<file path="src/rtl/khist_pkg.sv">
// Shared types, codes and helper functions for the keyed event histogram table.
package khist_pkg;

  // Kind codes carried by an input item.
  localparam logic [1:0] KIND_ALLOC = 2'd0;
  localparam logic [1:0] KIND_READ  = 2'd1;
  localparam logic [1:0] KIND_CLEAR = 2'd2;

  // Status codes carried by a result item.
  localparam logic [2:0] STAT_FILTERED = 3'd0;
  localparam logic [2:0] STAT_COUNTED  = 3'd1;
  localparam logic [2:0] STAT_NEW      = 3'd2;
  localparam logic [2:0] STAT_OVERFLOW = 3'd3;
  localparam logic [2:0] STAT_READ     = 3'd4;
  localparam logic [2:0] STAT_CLEARED  = 3'd5;

  localparam logic [3:0]  WANTED_ORDER_RESET = 4'd9;
  localparam logic [31:0] COUNT_MAX          = 32'hFFFF_FFFF;

  // Depth of the queue between the front and the back.
  localparam int QUEUE_DEPTH = 2;
  localparam int QPTR_W      = $clog2(QUEUE_DEPTH);

  typedef struct packed {
    logic [1:0]  kind;
    logic [3:0]  order;
    logic [63:0] site_addr;
    logic [63:0] task_name_lo;
    logic [63:0] task_name_hi;
    logic [5:0]  entry_index;
  } in_item_t;

  typedef struct packed {
    logic [2:0]  status;
    logic [5:0]  slot_index;
    logic        entry_valid;
    logic [63:0] entry_site;
    logic [63:0] entry_name_lo;
    logic [63:0] entry_name_hi;
    logic [31:0] entry_count;
    logic [31:0] total_count;
    logic [6:0]  used_entries;
    logic [31:0] overflow_count;
  } out_item_t;

  // Operation decided by the front for each item.
  typedef enum logic [1:0] {
    OP_FILTER,
    OP_EVENT,
    OP_READ,
    OP_CLEAR
  } op_t;

  // One queued work item, with the name already masked.
  typedef struct packed {
    op_t         op;
    logic [63:0] site_addr;
    logic [63:0] name_lo;
    logic [63:0] name_hi;
    logic [5:0]  entry_index;
  } q_item_t;

  typedef struct packed {
    logic full;
    logic empty;
  } q_status_t;

  typedef enum logic [1:0] {
    BK_IDLE,
    BK_SCAN,
    BK_READ
  } back_state_t;

  function automatic logic [31:0] sat_inc(input logic [31:0] v);
    sat_inc = (v == COUNT_MAX) ? v : v + 32'd1;
  endfunction

endpackage

</file>
<file path="src/rtl/khist_fifo.sv">
// Short queue of classified work items between the front and the back.
module khist_fifo (
  input  logic                 clk,
  input  logic                 rst_n,
  input  logic                 push,
  input  khist_pkg::q_item_t   wr_item,
  input  logic                 pop,
  output khist_pkg::q_item_t   rd_item,
  output khist_pkg::q_status_t stat
);
  import khist_pkg::*;

  q_item_t           slots_r [QUEUE_DEPTH];
  logic [QPTR_W-1:0] wr_ptr_r;
  logic [QPTR_W-1:0] wr_ptr_nxt;
  logic [QPTR_W-1:0] rd_ptr_r;
  logic [QPTR_W-1:0] rd_ptr_nxt;
  logic [QPTR_W:0]   fill_r;
  logic [QPTR_W:0]   fill_nxt;

  always_comb begin
    wr_ptr_nxt = push ? wr_ptr_r + QPTR_W'(1) : wr_ptr_r;
    rd_ptr_nxt = pop ? rd_ptr_r + QPTR_W'(1) : rd_ptr_r;
    fill_nxt   = fill_r;
    if (push && !pop) begin
      fill_nxt = fill_r + (QPTR_W + 1)'(1);
    end else if (pop && !push) begin
      fill_nxt = fill_r - (QPTR_W + 1)'(1);
    end
  end

  always_ff @(posedge clk) begin
    if (!rst_n) begin
      wr_ptr_r <= '0;
      rd_ptr_r <= '0;
      fill_r   <= '0;
    end else begin
      wr_ptr_r <= wr_ptr_nxt;
      rd_ptr_r <= rd_ptr_nxt;
      fill_r   <= fill_nxt;
    end
  end

  always_ff @(posedge clk) begin
    if (push) begin
      slots_r[wr_ptr_r] <= wr_item;
    end
  end

  assign rd_item    = slots_r[rd_ptr_r];
  assign stat.full  = (fill_r == (QPTR_W + 1)'(QUEUE_DEPTH));
  assign stat.empty = (fill_r == '0);

endmodule

</file>
<file path="config.mk">
export PLATFORM = sky130hd
export DESIGN_NAME = khist_fifo
export DESIGN_NICKNAME = d
export VERILOG_FILES = /design/src/rtl/khist_pkg.sv /design/src/rtl/khist_fifo.sv
export SDC_FILE = /design/constraint.sdc
export NUM_CORES = 1
export LEC_CHECK = 0
export ABC_CLOCK_PERIOD_IN_PS = 35700
export BUFFER_PORTS_ARGS = -buffer_cell sky130_fd_sc_hd__buf_2
export CAP_MARGIN = 20
export CORE_MARGIN = 3
export CORE_UTILIZATION = 56
export DETAILED_ROUTE_END_ITERATION = 16
export HOLD_SLACK_MARGIN = 0.12
export MAX_ROUTING_LAYER = met4
export PLACE_DENSITY = 0.85
export SLEW_MARGIN = 5
export SYNTH_ARGS = -nofsm -noshare
export SYNTH_HDL_FRONTEND = slang
export SYNTH_SLANG_ARGS = --single-unit
</file>
<file path="constraint.sdc">
create_clock -name clk -period 35.7 [get_ports clk]
set_input_delay 7.14 -clock clk [delete_from_list [all_inputs] [get_ports clk]]
set_output_delay 7.14 -clock clk [all_outputs]
set_load 0.03 [all_outputs]
</file>
==> results.ini <==
[critical_path]
arrival_ps=2930
worstSetupPathType=flop to output port
crit_fanout=72
rrSetupSlack_ps=33190
end_kind=output port
required_ps=28560
start_kind=flop

[timing]
fin_worst_skew_ps=7.769
slew_headroom=0.2532
finalSetupViolCount=0
drv_slew=0
min_period_ps=10070
clock.fmax_ghz=0.09930
hold_viol=0
worst_slew_pin_slew_ps=1120
setup_tns_ps=0
rsz0062_at_grt=no
finalCritPeriodShare=0.2821

[placement]
dpl.hpwl_mm=21.19
io_buffers=405
dp_cells=1364
place.gp.congestion=0.8189

[clock_tree]
htree_levels=2
ctsRootBufferMaster=clkbuf_16
cts_tree=done
ctsResizeCount=0
cts.sinks=405
path_clk_slew_ps=60
cts_inserted_buffers=39
cts_setup_buffers=0
clock_path_buffers=3
hold_buffers=0
clk_latency_ps=500

[finish]
final_cells=1437
final_common_cell=buf_2
nets=1281
seq_area_mm2=0.01212
fill_cells=1585
area_delta_synth_final_pct=23.26
multi_input_area_mm2=0.002377
final_cell_mix=buf_2, edfxtp_1, mux2_2, clkbuf_16, clkinv_1
drive_above_1_share=0.6018

[global_route]
grt_antenna_before_repair=7
grt_usage=0.2184
grt_max_degree=83
grt_overflow_total=0
grt_pass1_wl_mm=46.06
grt_pass1_vias=8295

[pwr]
powerDensity_mw_per_mm2=58.58
p_leak_nw=6.794
ir_worst_vdd_uv=52.27

[route]
first_pass_iters=4
drt_first_iter_violations=562
vias_per_cell=5.370
drc=0
wl_mm=30.92
ant_nets=0
num_vias=7717
routedWlPerCell_um=21.52

[logic_synthesis]
synth_cell_types=16
syn-instance-count=644
syn_area_per_cell_um2=22.87
ys_ff_latch=405
ys_warn_count=0
ys_top_cells_by_area=edfxtp_1, mux2_2, buf_6, dfxtp_1, and2_1
seq_area_frac_synth=0.8222
mappedNetlistNets=849
netlist.area_leader.share=0.8154
synth_area_leader_cell=edfxtp_1
syn_area_mm2=0.01473

[floorplanning]
die_x_um=168.2
core_mm2=0.02554
io_pins=406
fp.dieH_um=168.2
fp-row-count=58
dieArea_mm2=0.02829
start_util=0.5767

[worst_hold_path]
hp-class=flop to flop

[flow_run]
cap_violations=0

[outcome]
status=completed

==> worst paths after layout <==
path                                        startpoint                       end  cells past startpoint
worst min-delay path            fill_r[1]$_SDFFE_PN0P_    fill_r[1]$_SDFFE_PN0P_                      2
worst max register to register   wr_ptr_r$_SDFFE_PN0P_  slots_r[0][91]$_DFFE_PP_                      3
worst min register to register  fill_r[1]$_SDFFE_PN0P_    fill_r[1]$_SDFFE_PN0P_                      2
worst max-delay path                              flop              rd_item[194]                      3
==> metal layers <==
metal  vias up  part of all wire  track usage
met3        83             0.071      0.04625
met1      3874              0.35       0.2420
met4         0             0.040      0.08502
met5         -                 0            -
li1       3442                 -            -
met2       318              0.54       0.3880
==> per-stage QoR <==
| step | setup slack [ps] | instance area [µm²] | hold WS [ps] | utilization | power (mW) |
|---|---|---|---|---|---|
| floorplan | 19110 | 14730 | 466.2 | - | 0.6697 |
| global placement | 26110 | 16990 | 481.0 | 0.6651 | 0.7042 |
| detailed placement | 26140 | 16990 | 521.4 | 0.6651 | 0.7089 |
| CTS | 25600 | 18110 | 541.9 | 0.7091 | 1.074 |
| global route | 25480 | 18160 | 580.4 | 0.7108 | 1.101 |
| finish | 25630 | 18160 | 533.1 | 0.7108 | 1.064 |
==> synth_stat cells <==
cell type / n
o21a_1: 1
o21ai_0: 1
nor2_1: 1
and2_1: 4
xnor2_1: 1
or3_1: 1
edfxtp_1: 400
and2b_2: 1
inv_1: 1
xor2_1: 2
a21boi_1: 1
nor2b_1: 2
ha_1: 1
dfxtp_1: 5
mux2_2: 200
buf_6: 22
==> registers in the layout, summed over array words and instances (netlist names), named ones only <==
| signal | flops |
|---|---|
| rd_ptr_r | 1 |
| slots_r | 400 |
| fill_r | 2 |
| wr_ptr_r | 1 |
==> report_power, final <==
group,internal [mW],switching (mW),total (mW)
sequential,0.550,0.00855,0.559
clock,0.208,0.157,0.365
combinational,0.0491,0.0907,0.140
total,0.807,0.257,1.06
==> kinds of logic (layout without fill, tap and decap cells) <==
group | count (synthesis) | in the layout | synth area share
xor gates and xnor gates | 3 | 3 | 0.001784
other | 0 | 7 | 0
muxes | 200 | 200 | 0.1529
DFF | 405 | 405 | 0.8222
and+or+nand+nor | 9 | 9 | 0.003822
AOI/OAI and AO/OA | 3 | 3 | 0.001359
adders and majority gates | 1 | 1 | 0.0008493
buffers and inverters | 23 | 479 | 0.01707
==> critical path: stages (launching register included) <==
cell and delay, ps:
dfxtp_4 850, buf_4 820, mux2_2 430, buf_2 190
==> layout make-up <==
class / count / share of cell area
sequential: 405 / 0.6672
multi-input combinational: 216 / 0.1309
antenna: 7 / 0.0009647
clock buffer: 49 / 0.05816
tap: 330 / 0.02274
clock inverter: 16 / 0.003721
inverter: 1 / 0.0002067
timing repair buffer: 413 / 0.1160
Note: power is estimated with default switching activity, not from simulation.
