$ cat src/rtl/khist_pkg.sv
// Shared types, codes and helper functions for the keyed event histogram table.
package khist_pkg;

  // Kind codes carried by an input item.
  localparam logic [1:0] KIND_ALLOC = 2'd0;
  localparam logic [1:0] KIND_READ  = 2'd1;
  localparam logic [1:0] KIND_CLEAR = 2'd2;

  // Status codes carried by a result item.
  localparam logic [2:0] STAT_FILTERED = 3'd0;
  localparam logic [2:0] STAT_COUNTED  = 3'd1;
  localparam logic [2:0] STAT_NEW      = 3'd2;
  localparam logic [2:0] STAT_OVERFLOW = 3'd3;
  localparam logic [2:0] STAT_READ     = 3'd4;
  localparam logic [2:0] STAT_CLEARED  = 3'd5;

  localparam logic [3:0]  WANTED_ORDER_RESET = 4'd9;
  localparam logic [31:0] COUNT_MAX          = 32'hFFFF_FFFF;

  // Depth of the queue between the front and the back.
  localparam int QUEUE_DEPTH = 2;
  localparam int QPTR_W      = $clog2(QUEUE_DEPTH);

  typedef struct packed {
    logic [1:0]  kind;
    logic [3:0]  order;
    logic [63:0] site_addr;
    logic [63:0] task_name_lo;
    logic [63:0] task_name_hi;
    logic [5:0]  entry_index;
  } in_item_t;

  typedef struct packed {
    logic [2:0]  status;
    logic [5:0]  slot_index;
    logic        entry_valid;
    logic [63:0] entry_site;
    logic [63:0] entry_name_lo;
    logic [63:0] entry_name_hi;
    logic [31:0] entry_count;
    logic [31:0] total_count;
    logic [6:0]  used_entries;
    logic [31:0] overflow_count;
  } out_item_t;

  // Operation decided by the front for each item.
  typedef enum logic [1:0] {
    OP_FILTER,
    OP_EVENT,
    OP_READ,
    OP_CLEAR
  } op_t;

  // One queued work item, with the name already masked.
  typedef struct packed {
    op_t         op;
    logic [63:0] site_addr;
    logic [63:0] name_lo;
    logic [63:0] name_hi;
    logic [5:0]  entry_index;
  } q_item_t;

  typedef struct packed {
    logic full;
    logic empty;
  } q_status_t;

  typedef enum logic [1:0] {
    BK_IDLE,
    BK_SCAN,
    BK_READ
  } back_state_t;

  function automatic logic [31:0] sat_inc(input logic [31:0] v);
    sat_inc = (v == COUNT_MAX) ? v : v + 32'd1;
  endfunction

endpackage

$ cat src/rtl/khist_front.sv
// Front end: holds the order filter register, classifies and masks incoming items.
module khist_front #(
  parameter int NAME_BYTES = 16
) (
  input  logic                clk,
  input  logic                rst_n,
  input  logic                cfg_wr_en,
  input  logic [3:0]          cfg_wr_data,
  input  logic                in_valid,
  output logic                in_stall,
  input  khist_pkg::in_item_t in_data,
  input  khist_pkg::q_status_t q_stat,
  output logic                q_push,
  output khist_pkg::q_item_t  q_item
);
  import khist_pkg::*;

  localparam logic [128:0] ONE_W     = 129'd1;
  localparam logic [127:0] NAME_MASK = 128'((ONE_W << (8 * NAME_BYTES)) - ONE_W);

  logic [3:0]   wanted_order_r;
  logic [3:0]   wanted_order_nxt;
  logic [127:0] name_masked;
  op_t          op;

  always_comb begin
    wanted_order_nxt = cfg_wr_en ? cfg_wr_data : wanted_order_r;
  end

  always_ff @(posedge clk) begin
    if (!rst_n) begin
      wanted_order_r <= WANTED_ORDER_RESET;
    end else begin
      wanted_order_r <= wanted_order_nxt;
    end
  end

  always_comb begin
    unique case (in_data.kind)
      KIND_ALLOC: op = (in_data.order == wanted_order_r) ? OP_EVENT : OP_FILTER;
      KIND_READ:  op = OP_READ;
      KIND_CLEAR: op = OP_CLEAR;
      default:    op = OP_FILTER;
    endcase
  end

  assign name_masked = {in_data.task_name_hi, in_data.task_name_lo} & NAME_MASK;

  assign in_stall = q_stat.full;
  assign q_push   = in_valid && !q_stat.full;

  always_comb begin
    q_item.op          = op;
    q_item.site_addr   = in_data.site_addr;
    q_item.name_lo     = name_masked[63:0];
    q_item.name_hi     = name_masked[127:64];
    q_item.entry_index = in_data.entry_index;
  end

endmodule

$ cat config.mk
export PLATFORM = sky130hd
export DESIGN_NAME = khist_front
export DESIGN_NICKNAME = d
export VERILOG_FILES = /design/src/rtl/khist_pkg.sv /design/src/rtl/khist_front.sv
export SDC_FILE = /design/constraint.sdc
export NUM_CORES = 1
export LEC_CHECK = 0
export CAP_MARGIN = 20
export CORE_AREA = 8 8 155 157
export CTS_CLUSTER_SIZE = 24
export DETAILED_ROUTE_END_ITERATION = 12
export DIE_AREA = 0 0 163 165
export DONT_BUFFER_PORTS = 1
export SYNTH_ARGS = -nofsm -noshare
export SYNTH_HDL_FRONTEND = slang
export SYNTH_SLANG_ARGS = --single-unit
$ cat constraint.sdc
create_clock -name clk -period 1.6 [get_ports clk]
set_input_delay 0.32 -clock clk [delete_from_list [all_inputs] [get_ports clk]]
set_output_delay 0.32 -clock clk [all_outputs]
set_load 0.02 [all_outputs]
==> results_dict.tcl, run 1 <==
set metrics [dict create \
    outcome "finished clean" \
    path_clk_slew_ps 30 \
    top_register "wanted_order_r" \
    crit_path_end_kind "output port" \
    multiInputGateArea_um2 136 \
    worst_path_largest_cell_delay_ps 310 \
    postCtsSetupBuffers 0 \
    skew_ps 0 \
    grt_overflow 0 \
    whs_path_depth 1 \
    grt_max_degree 5 \
    hold_viol_final 0 \
    ios 416 \
    r2r_cells 2 \
    rr_endpoint "wanted_order_r[3]" \
    clock-sinks 4 \
    ys_top_cells_by_area "buf_4 86%, dfxtp_1 4.6%, mux2i_1 2.3%" \
    critPathArrivalTime_ps 1100 \
    diodes 0 \
    detail_route.wl_per_cell_um 21.2 \
    slew_violations 0 \
    setup_viol 0 \
    top_regs "wanted_order_r (4)" \
    cp-endpoint "q_item[198]" \
    grt_pass1_wl_um 7020 \
    vias 523 \
    power_density_nw_per_um2 841 \
    synth-seq-area-share_pct 4.63 \
    required_ps 1280 \
    path_cells "xnor2_1 > nand3_1 > o22ai_2" \
    worst-setup-path-type "flop to output port" \
    dp_hpwl_um 5520 \
    dr.pass1.iters 2 \
    worstReg2RegStart "wanted_order_r[3]" \
    synth_top_area_share_pct 86.4 \
    wl_um 6500 \
    drive_above_1_share_pct 15.4 \
    relSlewSlack_pct 71.9 \
    antenna_found_initial 0 \
    ff_latch_area_um2 80.1 \
    syn_inst 223 \
    drc_errors 0 \
    p_leak_nw 0.133 \
    cp_slowest_cell "dfxtp_1" \
    startpoint "wanted_order_r[0]" \
    area_growth_pct -62.4 \
    fmax_mhz 706 \
    fp-row-count 54 \
    fin_util_pct 3.02 \
    grt_pass1_vias 673 \
    worst-r2r-setup-slack_ps 960 \
    netlist_area_um2 1730 \
    crit_buf_inv 0 \
    synth_area_leader_cell "buf_4" \
    cts_tree "yes" \
    syn_nets 438 \
    syn_avg_cell_area_um2 7.75 \
    min_path_type "primary input to flop" \
    ir_drop_v 0.000762 \
    tns_ps 0 \
    ant_nets 0 \
    via_per_inst 1.71 \
    period_share_pct 88.5 \
    cts-resized-gates 0 \
    grt_usage_pct 4.15 \
    largest_reg_flops 4 \
    core_um2 21500 \
    place.gp.congestion 0.560 \
    fp.dieArea_um2 26900 \
    min_period_ps 1420 \
    fill_cells 2584 \
    tightest_slew_ps 421 \
    ys_types 11 \
    crit_family "flip-flops" \
    cts_max_level 1 \
    drv_cap 0 \
    rsz0062_at_grt "no" \
    cts_inserted_buffers 3 \
    root_buffer "clkbuf_16" \
    final_cell_mix "4 x xnor2_1, 4 x mux2i_1, 4 x dfxtp_1, 3 x nor2b_1, 3 x clkbuf_16" \
    synth_seq_cells 4 \
    cp.depth 3 \
    yosys_warnings 0 \
    cts_buffer_depth 2 \
    start_kind "flop" \
    die_w_um 163 \
    finalNetCount 243 \
    start_util_pct 8.05 \
    io_buffers 0 \
    critPathMaxFanout 2 \
    fp.dieH_um 165 \
    holdBufCountCts 0 \
    first_iter_violations 8 \
    clk_latency_ps 230 \
]
[synthesized netlist by cell type]
library cell	n
inv_1	2
buf_6	1
nand3_1	2
dfxtp_1	4
nor2b_1	3
buf_4	199
xnor2_1	4
ha_1	1
o22ai_2	1
nand2_1	2
mux2i_1	4
[where the power goes]
part           switching (mW)  internal (mW)  leakage, nW
clock                  0.0757          0.320       0.0370
combinational          0.0195         0.0201       0.0634
sequential            0.00440          0.107       0.0331
[layout make-up]
type	instances	share of cell area, %
well taps	280	53.9
multi-input cells	17	21.0
flip-flops and latches	4	12.3
clock buffers	3	11.6
inverters	2	1.16
[worst min-delay path by stage]
| stage | from | end | slack, ps |
|---|---|---|---|
| 2_1_floorplan | rst_n | wanted_order_r[0] | 380 |
| 3_3_place_gp | rst_n | wanted_order_r[3] | 390 |
| 3_5_place_dp | rst_n | wanted_order_r[3] | 390 |
| 4_1_cts | rst_n | wanted_order_r[0] | 160 |
| 5_1_grt | rst_n | wanted_order_r[0] | 150 |
| 6_report | rst_n | wanted_order_r[0] | 160 |
[per-stage QoR]
stage          cell area (µm²)  hold slack (ps)  instances  total power, mW  worst slack [ps]
4_1_cts                    649              155        306            0.556               161
6_report                   649              158        306            0.546               184
5_1_grt                    649              152        306            0.566               116
3_5_place_dp               574              389        303            0.152               403
3_3_place_gp               574              386        303            0.152               414
2_1_floorplan             1730              382        223            0.877               464
[cell families after synthesis]
group           Yosys count  share of synthesized area (%)
compound gates            1                          0.723
xor+xnor                  4                           2.03
fa+ha+maj                 1                          0.723
buf+inv                 202                           87.5
flops                     4                           4.63
mux                       4                           2.32
simple gates              7                           2.10
[layer usage]
metal | vias to the layer above | global-route usage (%) | wire length, µm
met1 | 121 | 0.999 | 597
met4 | 0 | 7.09 | 977
met5 | - | 0 | 0
met2 | 225 | 3.96 | 2150
met3 | 95 | 8.52 | 2770
li1 | 82 | - | -
Power figures use the tool's default switching activity.
==> run 2: changes to the inputs <==
Settings changed: CELL_PAD_IN_SITES_DETAIL_PLACEMENT set to 0, CELL_PAD_IN_SITES_GLOBAL_PLACEMENT set to 2, CORE_AREA 8 8 155 157 to 2 2 161 163, PLACE_DENSITY_LB_ADDON set to 0.1.
==> run 2 against run 1 <==
Via count fell by 16%. First-iteration DRC count shrank 100%. Critical path depth is the same. Global-route usage decreased by 2.0 points. Combinational power decreased by 1%. Clock skew did not move. Register-to-register slack barely moved. Largest power group unchanged. Sequential cell count unchanged. Clock power barely moved.
==> results_dict.tcl, run 2 (synthesized netlist as in run 1, its figures left out) <==
set metrics [dict create \
    outcome "finished clean" \
    fp.dieH_um 165 \
    diodes 0 \
    place.gp.congestion 0.660 \
    crit_path_end_kind "output port" \
    detail_route.wl_per_cell_um 9.38 \
    finalNetCount 243 \
    grt_pass1_wl_um 3820 \
    via_per_inst 1.23 \
    grt_usage_pct 2.10 \
    cts_inserted_buffers 3 \
    worst-setup-path-type "flop to output port" \
    fp.dieArea_um2 26900 \
    dr.pass1.iters 1 \
    cts_tree "yes" \
    r2r_cells 2 \
    die_w_um 163 \
    ff_latch_area_um2 80.1 \
    period_share_pct 88.9 \
    hold_viol_final 0 \
    first_iter_violations 0 \
    cts-resized-gates 0 \
    cp_slowest_cell "dfxtp_1" \
    area_growth_pct -58.8 \
    worst-r2r-setup-slack_ps 970 \
    cts_max_level 1 \
    top_regs "wanted_order_r (4)" \
    p_leak_nw 0.133 \
    top_register "wanted_order_r" \
    vias 437 \
    critPathMaxFanout 2 \
    holdBufCountCts 0 \
    start_util_pct 6.91 \
    drive_above_1_share_pct 15.4 \
    required_ps 1280 \
    grt_overflow 0 \
    min_period_ps 1420 \
    critPathArrivalTime_ps 1100 \
    drc_errors 0 \
    drv_cap 0 \
    crit_family "flip-flops" \
    grt_max_degree 5 \
    cp.depth 3 \
    slew_violations 0 \
    power_mw 0.543 \
    cts_buffer_depth 2 \
    ant_nets 0 \
    crit_buf_inv 0 \
    setup_ws_ps 178 \
    whs_path_depth 1 \
    postCtsSetupBuffers 0 \
    wl_um 3340 \
    ios 416 \
    min_path_type "primary input to flop" \
    multiInputGateArea_um2 136 \
    path_cells "xnor2_1 > nand3_1 > o22ai_2" \
    power_density_nw_per_um2 762 \
    path_clk_slew_ps 30 \
    rsz0062_at_grt "no" \
    io_buffers 0 \
    clk_latency_ps 220 \
    ir_drop_v 0.000494 \
    relSlewSlack_pct 73.6 \
    pre_cts_ws_ps 370 \
    root_buffer "clkbuf_16" \
    setup_viol 0 \
    tns_ps 0 \
    core_um2 25000 \
    fill_cells 2991 \
    fmax_mhz 703 \
    antenna_found_initial 0 \
    clock-sinks 4 \
    grt_pass1_vias 517 \
    skew_ps 0 \
    tightest_slew_ps 395 \
    final_cell_mix "4 x xnor2_1, 4 x mux2i_1, 4 x dfxtp_1, 3 x nor2b_1, 3 x clkbuf_16" \
    worst_path_largest_cell_delay_ps 320 \
    fp-row-count 58 \
    start_kind "flop" \
    hold_ws_ps 163 \
    largest_reg_flops 4 \
]
## run 2: worst register-to-register path, stage by stage, from the launching register on
cell and delay, ps:
dfxtp_1 320, mux2i_1 140, nor2b_1 60
## run 2: final timing paths
path	startpoint	end
hold reg to reg	wanted_order_r[3]	wanted_order_r[3]
setup reg to reg	wanted_order_r[1]	wanted_order_r[1]
setup / recovery	wanted_order_r[3]	q_item[198]
hold / removal	rst_n	wanted_order_r[0]
## run 2: final cells by class
class                   count  area share, %
well taps                 330           58.0
clock buffers               3           10.5
multi-input cells          17           19.2
inverters                   2           1.05
flip-flops and latches      4           11.2
## run 2: power breakdown
group          internal (mW)  leakage, nW  switching (mW)
clock                  0.319       0.0370          0.0722
sequential             0.107       0.0331         0.00531
combinational         0.0200       0.0634          0.0191
## run 2: metal layers
metal  share of wire (%)  up-vias  GRT usage (%)
met4                  26        0           5.99
met2                  38      109           2.70
li1                    -       83              -
met1                 8.6      160          0.316
met3                  27       85           2.16
met5                   0        -              0
## run 2: through the flow
stage | cells | utilization (%) | cell area [µm²]
2_1_floorplan | 223 | - | 1730
5_1_grt | 356 | 2.84 | 712
3_5_place_dp | 353 | 2.54 | 637
4_1_cts | 356 | 2.84 | 712
6_report | 356 | 2.84 | 712
3_3_place_gp | 353 | 2.54 | 637
